**src/tgbla_pkg.sv**
```systemverilog
package tgbla_pkg;

  // Result status codes
  typedef enum logic [2:0] {
    ST_ADMITTED = 3'd0,
    ST_QUEUED   = 3'd1,
    ST_DEPARTED = 3'd2,
    ST_BAD      = 3'd3,
    ST_FULL     = 3'd4
  } status_t;

  // Request opcodes
  typedef enum logic {
    OP_ARRIVE = 1'b0,
    OP_DEPART = 1'b1
  } opcode_t;

  // Owner codes
  typedef enum logic [1:0] {
    OWN_NONE = 2'd0,
    OWN_G0   = 2'd1,
    OWN_G1   = 2'd2
  } owner_t;

  localparam logic [7:0] BATCH_LIMIT_RST = 8'd4;

  // Owner code that belongs to a group.
  function automatic owner_t owner_of(input logic grp);
    owner_t o;
    o = grp ? OWN_G1 : OWN_G0;
    return o;
  endfunction

endpackage

```
**src/two_group_batch_limited_arbiter.sv**
```systemverilog
// Results are registered: a request accepted at a clock edge shows its result in the next cycle.
// Throughput: one request per cycle while out_ready holds; the arbiter state updates at the accept edge
// and the result sits in an output register, so a new request is taken while a
// finished result waits as long as that register is being emptied the same cycle.
// Reset (synchronous, active high): no one inside, no waiters, batch count zero,
// owner none, batch_limit back to 4, output register empty.
module two_group_batch_limited_arbiter #(
  parameter int COUNT_MAX = 255
) (
  input  logic       clk,
  input  logic       rst,
  // configuration: batch_limit
  input  logic       cfg_we,
  input  logic [7:0] cfg_wdata,
  // request channel
  input  logic       in_valid,
  output logic       in_ready,
  input  logic       opcode,
  input  logic       group,
  // result channel
  output logic       out_valid,
  input  logic       out_ready,
  output logic [2:0] status,
  output logic [7:0] admitted_waiters,
  output logic [1:0] owner_now,
  output logic [7:0] occupancy_now,
  output logic [7:0] waiting_zero_now,
  output logic [7:0] waiting_one_now
);

  // Counter cap: the smaller of COUNT_MAX and the 8-bit counter range.
  localparam int         CAP_INT = (COUNT_MAX > 255) ? 255 : COUNT_MAX;
  localparam logic [7:0] CAP     = CAP_INT[7:0];

  // Arbiter state
  logic [7:0]            batch_limit;
  logic [7:0]            wait0, wait1;
  logic [7:0]            occupancy;
  logic [7:0]            batch_count;
  tgbla_pkg::owner_t     owner;

  logic [7:0]            wait0_next, wait1_next;
  logic [7:0]            occupancy_next;
  logic [7:0]            batch_count_next;
  tgbla_pkg::owner_t     owner_next;
  tgbla_pkg::status_t    status_next;
  logic [7:0]            admitted_next;

  // Per-request decode
  logic                  accept;
  logic [7:0]            lim_eff;
  logic [7:0]            wait_own, wait_oth;
  logic                  can_enter;
  logic [7:0]            occ_dec;
  logic [7:0]            n_lim, n_cap;
  logic                  own_wait;

  // The output register frees up when empty or drained this cycle.
  assign in_ready = !out_valid || out_ready;
  assign accept   = in_valid && in_ready;

  // A zero limit behaves as one.
  assign lim_eff  = (batch_limit == 8'd0) ? 8'd1 : batch_limit;

  assign wait_own = group ? wait1 : wait0;
  assign wait_oth = group ? wait0 : wait1;
  assign own_wait = (wait_own != 8'd0);
  assign occ_dec  = occupancy - 8'd1;

  // An arrival enters unless the other group holds the resource, the batch is
  // used up, or the occupancy counter is at its cap.
  assign can_enter = (owner != tgbla_pkg::owner_of(~group))
                  && (batch_count < lim_eff)
                  && (occupancy < CAP);

  // Handover size: all waiters of the other group, trimmed to the batch limit
  // when the departing group still waits, then to the cap.
  assign n_lim = (own_wait && (wait_oth > lim_eff)) ? lim_eff : wait_oth;
  assign n_cap = (n_lim > CAP) ? CAP : n_lim;

  always_comb begin
    wait0_next       = wait0;
    wait1_next       = wait1;
    occupancy_next   = occupancy;
    batch_count_next = batch_count;
    owner_next       = owner;
    admitted_next    = 8'd0;
    status_next      = tgbla_pkg::ST_BAD;

    if (opcode == tgbla_pkg::OP_ARRIVE) begin
      if (can_enter) begin
        occupancy_next = occupancy + 8'd1;
        owner_next     = tgbla_pkg::owner_of(group);
        // Count entries made while the other group waits.
        if ((wait_oth != 8'd0) && (batch_count != 8'd255)) begin
          batch_count_next = batch_count + 8'd1;
        end
        status_next = tgbla_pkg::ST_ADMITTED;
      end else if (wait_own < CAP) begin
        if (group) begin
          wait1_next = wait1 + 8'd1;
        end else begin
          wait0_next = wait0 + 8'd1;
        end
        status_next = tgbla_pkg::ST_QUEUED;
      end else begin
        status_next = tgbla_pkg::ST_FULL;
      end
    end else begin
      if ((occupancy == 8'd0) || (owner != tgbla_pkg::owner_of(group))) begin
        status_next = tgbla_pkg::ST_BAD;
      end else begin
        occupancy_next = occ_dec;
        status_next    = tgbla_pkg::ST_DEPARTED;
        if (occ_dec == 8'd0) begin
          if (wait_oth != 8'd0) begin
            // Last one out: hand the resource to the waiting group.
            if (group) begin
              wait0_next = wait0 - n_cap;
            end else begin
              wait1_next = wait1 - n_cap;
            end
            occupancy_next   = n_cap;
            owner_next       = tgbla_pkg::owner_of(~group);
            batch_count_next = own_wait ? n_cap : 8'd0;
            admitted_next    = n_cap;
          end else begin
            owner_next       = tgbla_pkg::OWN_NONE;
            batch_count_next = 8'd0;
          end
        end
      end
    end
  end

  // State and configuration
  always_ff @(posedge clk) begin
    if (rst) begin
      batch_limit <= tgbla_pkg::BATCH_LIMIT_RST;
      wait0       <= 8'd0;
      wait1       <= 8'd0;
      occupancy   <= 8'd0;
      batch_count <= 8'd0;
      owner       <= tgbla_pkg::OWN_NONE;
    end else begin
      if (cfg_we) begin
        batch_limit <= cfg_wdata;
      end
      if (accept) begin
        wait0       <= wait0_next;
        wait1       <= wait1_next;
        occupancy   <= occupancy_next;
        batch_count <= batch_count_next;
        owner       <= owner_next;
      end
    end
  end

  // Output register: valid is control, the payload loads on accept only.
  always_ff @(posedge clk) begin
    if (rst) begin
      out_valid <= 1'b0;
    end else if (accept) begin
      out_valid <= 1'b1;
    end else if (out_ready) begin
      out_valid <= 1'b0;
    end
  end

  always_ff @(posedge clk) begin
    if (accept) begin
      status           <= status_next;
      admitted_waiters <= admitted_next;
      owner_now        <= owner_next;
      occupancy_now    <= occupancy_next;
      waiting_zero_now <= wait0_next;
      waiting_one_now  <= wait1_next;
    end
  end

endmodule

```
**config.mk**
```make
export PLATFORM = sky130hd
export DESIGN_NAME = two_group_batch_limited_arbiter
export DESIGN_NICKNAME = d
export VERILOG_FILES = /design/src/tgbla_pkg.sv /design/src/two_group_batch_limited_arbiter.sv
export SDC_FILE = /design/constraint.sdc
export NUM_CORES = 1
export LEC_CHECK = 0
export BUFFER_PORTS_ARGS = -buffer_cell sky130_fd_sc_hd__clkbuf_2
export CAP_MARGIN = 20
export CORE_UTILIZATION = 55
export CTS_CLUSTER_DIAMETER = 60
export DETAILED_ROUTE_END_ITERATION = 16
export PLACE_DENSITY = 0.82
export SYNTH_ARGS = -nofsm -noshare
export SYNTH_HDL_FRONTEND = slang
export SYNTH_SLANG_ARGS = --single-unit
```
**constraint.sdc**
```tcl
create_clock -name clk -period 7.2 [get_ports clk]
set_input_delay 0.36 -clock clk [delete_from_list [all_inputs] [get_ports clk]]
set_output_delay 0.36 -clock clk [all_outputs]
set_load 0.1 [all_outputs]
```
# Word level (Yosys, flattened, before mapping)
# Cells that the tools add are included.
[word_totals]
regBits = 80
wordCells = 97
output_inout_bits = 39
input_bits = 15
[op_classes]
add_sub_neg = 7
n_reduce_logical = 18
n_bitwise = 3
mux = 46
n_eq_ne = 5
n_lt_le_gt_ge = 5
[op_table]
columns = ["cell", "count"]
rows = [
  ["2-to-1 mux 8 bit", 33],
  ["adder 8 x 1 -> 8 bit, second input constant", 4],
  ["logical NOT 8 bit", 3],
  ["< comparator 8 bit, second input constant", 2],
  ["nonzero test 8 bit", 2],
  ["subtractor 8 bit", 2],
  ["2-to-1 mux 2 bit", 7],
  ["2-to-1 mux 3 bit", 3],
  ["greater-than comparator 8 bit", 1],
  ["greater-than comparator 8 bit, second input constant", 1],
  ["< comparator 8 bit", 1],
  ["inequality test 8 bit, second input constant", 1],
  ["subtractor 8 x 1 -> 8 bit, second input constant", 1],
  ["nonzero test 2 bit", 3],
  ["logical AND 1 bit", 5],
  ["AND reduction 5 bit", 1],
  ["inequality test 2 bit", 2],
  ["OR reduction 4 bit", 1],
  ["2-to-1 mux 1 bit", 3],
  ["inverter 1 bit", 3],
  ["logical OR 1 bit", 2],
  ["inequality test 2 x 1 -> 1 bit, second input constant", 1],
  ["inequality test 2 bit, second input constant", 1],
  ["logical NOT 1 bit", 1],
]

# Longest topological paths before layout
[depth]
word_depth = 13
depth_mapped = 24
depth_no_buf = 22

# Least setup slack after synthesis
# Ideal clock, no wire load.
[synth_path]
path_kind = "input to register"
from = "in group"
to = "reg waiting_zero_now[6] (data pin)"
arrival_ps = 4982
cell_stages = 23
t_required_ps = 6941
setup_ps = 259
path_buffers = 4
slack_ps = 1959
path_cell_list = "buf_1 clkbuf_1 buf_1 mux2i_1 ha_1 nand3_1 nor3_1 or3b_4 a21o_2 buf_2 nand2_1 o21ai_0 inv_1 ha_1 inv_1 ha_1 a21o_1 maj3_2 maj3_2 maj3_2 maj3_2 xnor2_2 o21bai_1"
[synth_between]
elab_chain_len = 12
elab_cells_between_ends = 26
classes_between = "1 x add/sub; 3 x order compare; 2 x eq/ne; 14 x mux; 6 x reduce/logical"
[synth_lines]
columns = ["item", "line", "rtl"]
rows = [
  ["start, declared", "two_group_batch_limited_arbiter.sv:19", "input logic group,"],
  ["2-to-1 mux 8 bit (on tied branches)", "two_group_batch_limited_arbiter.sv:66, two_group_batch_limited_arbiter.sv:65", ""],
  ["greater-than comparator 8 bit or nonzero test 8 bit (tied branches)", "two_group_batch_limited_arbiter.sv:78, two_group_batch_limited_arbiter.sv:67", ""],
  ["logical AND 1 bit", "two_group_batch_limited_arbiter.sv:78", "assign n_lim = (own_wait && (wait_oth > lim_eff)) ? lim_eff : wait_oth;"],
  ["2-to-1 mux 8 bit *", "two_group_batch_limited_arbiter.sv:78", ""],
  ["greater-than comparator 8 bit", "two_group_batch_limited_arbiter.sv:79", "assign n_cap = (n_lim > CAP) ? CAP : n_lim;"],
  ["2-to-1 mux 8 bit *", "two_group_batch_limited_arbiter.sv:79", ""],
  ["named net n_cap[0]", "two_group_batch_limited_arbiter.sv:55", "logic [7:0] n_lim, n_cap;"],
  ["subtractor 8 bit *", "two_group_batch_limited_arbiter.sv:119", "wait0_next = wait0 - n_cap;"],
  ["2-to-1 mux 8 bit *", "two_group_batch_limited_arbiter.sv:118", "if (group) begin"],
  ["2-to-1 mux 8 bit *", "two_group_batch_limited_arbiter.sv:116", "if (wait_oth != 8'd0) begin"],
  ["2-to-1 mux 8 bit *", "two_group_batch_limited_arbiter.sv:115", "if (occ_dec == 8'd0) begin"],
  ["2-to-1 mux 8 bit *", "two_group_batch_limited_arbiter.sv:110", "if ((occupancy == 8'd0) || (owner != tgbla_pkg::owner_of(group))) begin"],
  ["2-to-1 mux 8 bit *", "two_group_batch_limited_arbiter.sv:90", "if (opcode == tgbla_pkg::OP_ARRIVE) begin"],
  ["named net wait0_next[6]", "two_group_batch_limited_arbiter.sv:42", "logic [7:0] wait0_next, wait1_next;"],
  ["end signal, assigned", "two_group_batch_limited_arbiter.sv:176", "waiting_zero_now <= wait0_next;"],
  ["end, declared", "two_group_batch_limited_arbiter.sv:27", "output logic [7:0] waiting_zero_now,"],
]
# Mark *: on every way through the listed nets, which the timed path passes. The rest lies on a longest branch.
# A chain may end at the register's enable or synchronous reset.

# Worst setup path after layout
[layout_path]
from = "reg wait1[1]"
to = "reg waiting_one_now[7] (data pin)"
[layout_between]
elab_chain_len = 12
elab_cells_between_ends = 20
classes_between = "2 x add/sub; 3 x order compare; 12 x mux; 3 x reduce/logical"
[layout_lines]
columns = ["item", "line", "rtl"]
rows = [
  ["start, declared", "two_group_batch_limited_arbiter.sv:37", "logic [7:0] wait0, wait1;"],
  ["start signal, assigned", "two_group_batch_limited_arbiter.sv:151", "wait1 <= wait1_next;"],
  ["2-to-1 mux 8 bit (on tied branches)", "two_group_batch_limited_arbiter.sv:66, two_group_batch_limited_arbiter.sv:65", ""],
  ["greater-than comparator 8 bit or nonzero test 8 bit (tied branches)", "two_group_batch_limited_arbiter.sv:78, two_group_batch_limited_arbiter.sv:67", ""],
  ["logical AND 1 bit", "two_group_batch_limited_arbiter.sv:78", ""],
  ["2-to-1 mux 8 bit *", "two_group_batch_limited_arbiter.sv:78", ""],
  ["greater-than comparator 8 bit", "two_group_batch_limited_arbiter.sv:79", ""],
  ["2-to-1 mux 8 bit *", "two_group_batch_limited_arbiter.sv:79", ""],
  ["named net n_cap[0]", "two_group_batch_limited_arbiter.sv:55", ""],
  ["subtractor 8 bit *", "two_group_batch_limited_arbiter.sv:121", "wait1_next = wait1 - n_cap;"],
  ["2-to-1 mux 8 bit *", "two_group_batch_limited_arbiter.sv:118", ""],
  ["2-to-1 mux 8 bit *", "two_group_batch_limited_arbiter.sv:116", ""],
  ["2-to-1 mux 8 bit *", "two_group_batch_limited_arbiter.sv:115", ""],
  ["2-to-1 mux 8 bit *", "two_group_batch_limited_arbiter.sv:110", ""],
  ["2-to-1 mux 8 bit *", "two_group_batch_limited_arbiter.sv:90", ""],
  ["named net wait1_next[7]", "two_group_batch_limited_arbiter.sv:42", ""],
  ["end signal, assigned", "two_group_batch_limited_arbiter.sv:177", "waiting_one_now <= wait1_next;"],
  ["end, declared", "two_group_batch_limited_arbiter.sv:28", "output logic [7:0] waiting_one_now"],
]
# Marks and branches as above.

==> flow_summary.toml <==
[job]
maxCapViolCount = 0

[power_and_ir_drop]
seq_power_share_pct = 45.1
pwr-share-comb_pct = 27.8
leakage_uw = 0.00239
irDropWorstVdd_v = 0.0000871
internal_power_uw = 716
p_clk_share_pct = 27.1
power.switching_uw = 437
swShare_pct = 37.9
p_per_area_mw_per_mm2 = 196

[timing]
skew_ns = 0.0144
relSlewSlack_pct = 29.3
tightest_slew_ns = 1.05
finalCritPeriodShare_pct = 71.0
maxSlewViolCount = 0
rsz0062_at_grt = "false"
tns_ns = 0
setup_viol_count_final = 0
min_period_ns = 5.11
timing.fmax_mhz = 196
hold_viol = 0

[drt]
num_vias = 4849
dr_wl_met3_um = 1140
drc_errors = 0
drt_iter0_markers = 364
wl_met2_um = 6340
wl_per_cell_um = 17.9
wl_met1_um = 6140
routed_wl_um = 14100
dr.pass1.iters = 5
via_per_inst = 6.17
top_layer = "met4"
ant_nets = 0

[global_route]
overflow = 0
grt_use_total_pct = 29.1
grt_pass1_vias = 4537
grt_pass1_wl_um = 22800
antenna_found_initial = 0
grt_max_degree = 38

[layout]
drive_above_1_share_pct = 16.3
nets = 694
final_util_pct = 62.8
final_common_cell = "nor2_1"
diodes = 0
final_cell_mix = "nor2_1, nand2_1, clkbuf_2, dfxtp_1, edfxtp_1"
syn_to_final_growth_pct = 8.76

[setup_path]
cp.arrival_ns = 5.23
r2r_start = "wait1[1]"
cp-start-kind = "flip-flop"
required_ns = 7.32
worst-setup-path-type = "reg -> reg"
endpoint_kind = "flip-flop"
rr_worst_depth = 19
r2r-end = "waiting_one_now[7]"
reg2reg_setup_slack_ns = 2.09
critPathMaxFanout = 12

[placement]
io_buffer_count = 53
place_congestion = 0.915
hpwl_um = 10100

[die]
core_region_area_sq_mm = 0.00937
fp.dieH_um = 101
design.die.area_sq_mm = 0.0102
rows = 35
start_util_pct = 57.8
ios = 54
die_width_um = 101

[logic_synthesis]
synth_warnings = 0
ys_ff_latch = 80
syn_area_sq_mm = 0.00541
syn_inst = 621
ys.flop_type = "dfxtp_1"
ys_types = 77
synth-edff-count = 37
seq_area_frac_synth_pct = 36.4
syn_avg_cell_area_sq_um = 8.72
syn_nets = 663
synth-async-reset-ratio_pct = 0

[clock_tree]
cts.sinks = 80
cts.path.max_buffers = 2
post-cts-setup-buffers = 0
h-tree-depth = 3
clk_pin_slew_ns = 0.09
clk_latency_ns = 0.36
postCtsHoldBufs = 0
post_cts_resized = 0
numCtsBuffers = 9
cts-root-buf = "clkbuf_8"
cts_tree = "done"

[worst_hold_path]
min_from = "cfg_wdata[2]"
hold_path.class = "in -> reg"
hold_path_depth = 3
min_to = "batch_limit[2]"

[outcome]
outcome = "finished, final reports clean"
-- worst max path at each step --
stage | from | end | slack (ns) | cells past startpoint
after CTS | wait1[1] | waiting_zero_now[6] | 2.14 | 20
final | wait1[1] | waiting_one_now[7] | 2.09 | 19
after detailed placement | group | waiting_zero_now[6] | 1.92 | 20
after floorplan | group | waiting_zero_now[6] | 1.96 | 23
after global placement | group | waiting_zero_now[6] | 2.04 | 20
after global routing | wait1[1] | waiting_one_now[7] | 1.75 | 19
-- stage by stage --
stage / worst slack [ns] / hold WS (ns) / instances / area (sq um) / power [uW]
6_report: 2.09 / 0.204 / 786 / 5890 / 1150
5_1_grt: 1.75 / 0.202 / 786 / 5890 / 1200
4_1_cts: 2.14 / 0.197 / 786 / 5890 / 1150
3_5_place_dp: 1.92 / 0.496 / 770 / 5710 / 846
3_3_place_gp: 2.04 / 0.479 / 770 / 5710 / 841
2_1_floorplan: 1.96 / 0.459 / 621 / 5410 / 788
-- synth_stat cells, types with 6 or more instances --
cell	instances	area, sq um
a21o_1	9	67.6
dfxtp_1	43	861
nand2b_1	6	37.5
xor2_1	15	131
mux2_2	6	67.6
nor3_1	22	110
o22ai_1	7	43.8
inv_1	30	113
nand3b_1	6	45.0
nor2_1	73	274
buf_2	9	45.0
nor4_1	9	56.3
ha_1	27	338
nand2_1	53	199
edfxtp_1	37	1110
mux2i_1	21	210
a31oi_1	6	37.5
clkbuf_1	21	78.8
a21oi_1	36	180
o21ai_0	30	150
and3_1	11	68.8
xnor2_1	12	105
o21a_1	6	45.0
nand3_1	17	85.1
maj3_2	7	78.8
o211ai_1	6	45.0
-- power groups by stage --
stage	Clock [uW]	Sequential (uW)	Combinational [uW]
after floorplan	0	623	165
after CTS	318	520	317
after global routing	337	523	342
final	313	520	320
after detailed placement	0	530	316
after global placement	0	529	312
-- registers in the layout, indices dropped and copies added, names as in the netlist --
signal / flops
occupancy: 8
admitted_waiters: 8
batch_limit: 8
out_valid: 1
status: 3
waiting_zero_now: 8
occupancy_now: 8
batch_count: 8
wait1: 8
wait0: 8
waiting_one_now: 8
owner: 2
owner_now: 2
-- critical path, stage by stage (launching register included) --
cell and delay (ns):
dfxtp_1 0.48, inv_1 0.18, o21ai_0 0.50, ha_1 0.34
nand3_1 0.08, nor3_1 0.05, or3b_4 0.41, a21o_2 0.32
o21ai_0 0.31, inv_1 0.14, ha_1 0.23, a21oi_1 0.19
a221oi_1 0.11, a2bb2oi_1 0.23, a31oi_1 0.12, o21ai_1 0.34
a211oi_1 0.16, a211oi_2 0.34, xnor2_1 0.10, or2_1 0.23
-- cell families (layout without fill, tap and decap cells) --
logic type / count (synthesis) / after routing / share of synthesized area (%)
adder cells (fa/ha/maj): 34 / 34 / 7.70
buffers and inverters: 69 / 105 / 5.27
multiplexers: 28 / 28 / 5.55
AND/OR/NAND/NOR: 227 / 227 / 20.4
XOR/XNOR: 28 / 28 / 4.67
flip-flops: 80 / 80 / 36.4
AO/OA/AOI/OAI: 155 / 155 / 20.0
-- routing by layer --
metal / global-route usage [%] / vias up
met1: 38.1 / 2282
li1: - / 2334
met4: 13.4 / 0
met3: 6.97 / 34
met5: 0 / -
met2: 45.4 / 199
-- area by class of cell --
type                    count  area (sq um)
fillers                   847          3480
multi-input cells         472          3160
flip-flops and latches     80          1970
repair buffers             58           303
well taps                 129           161
clock buffers               9           124
inverters                  31           116
clock inverters             7          55.1
(Power assumes the default switching activity.)
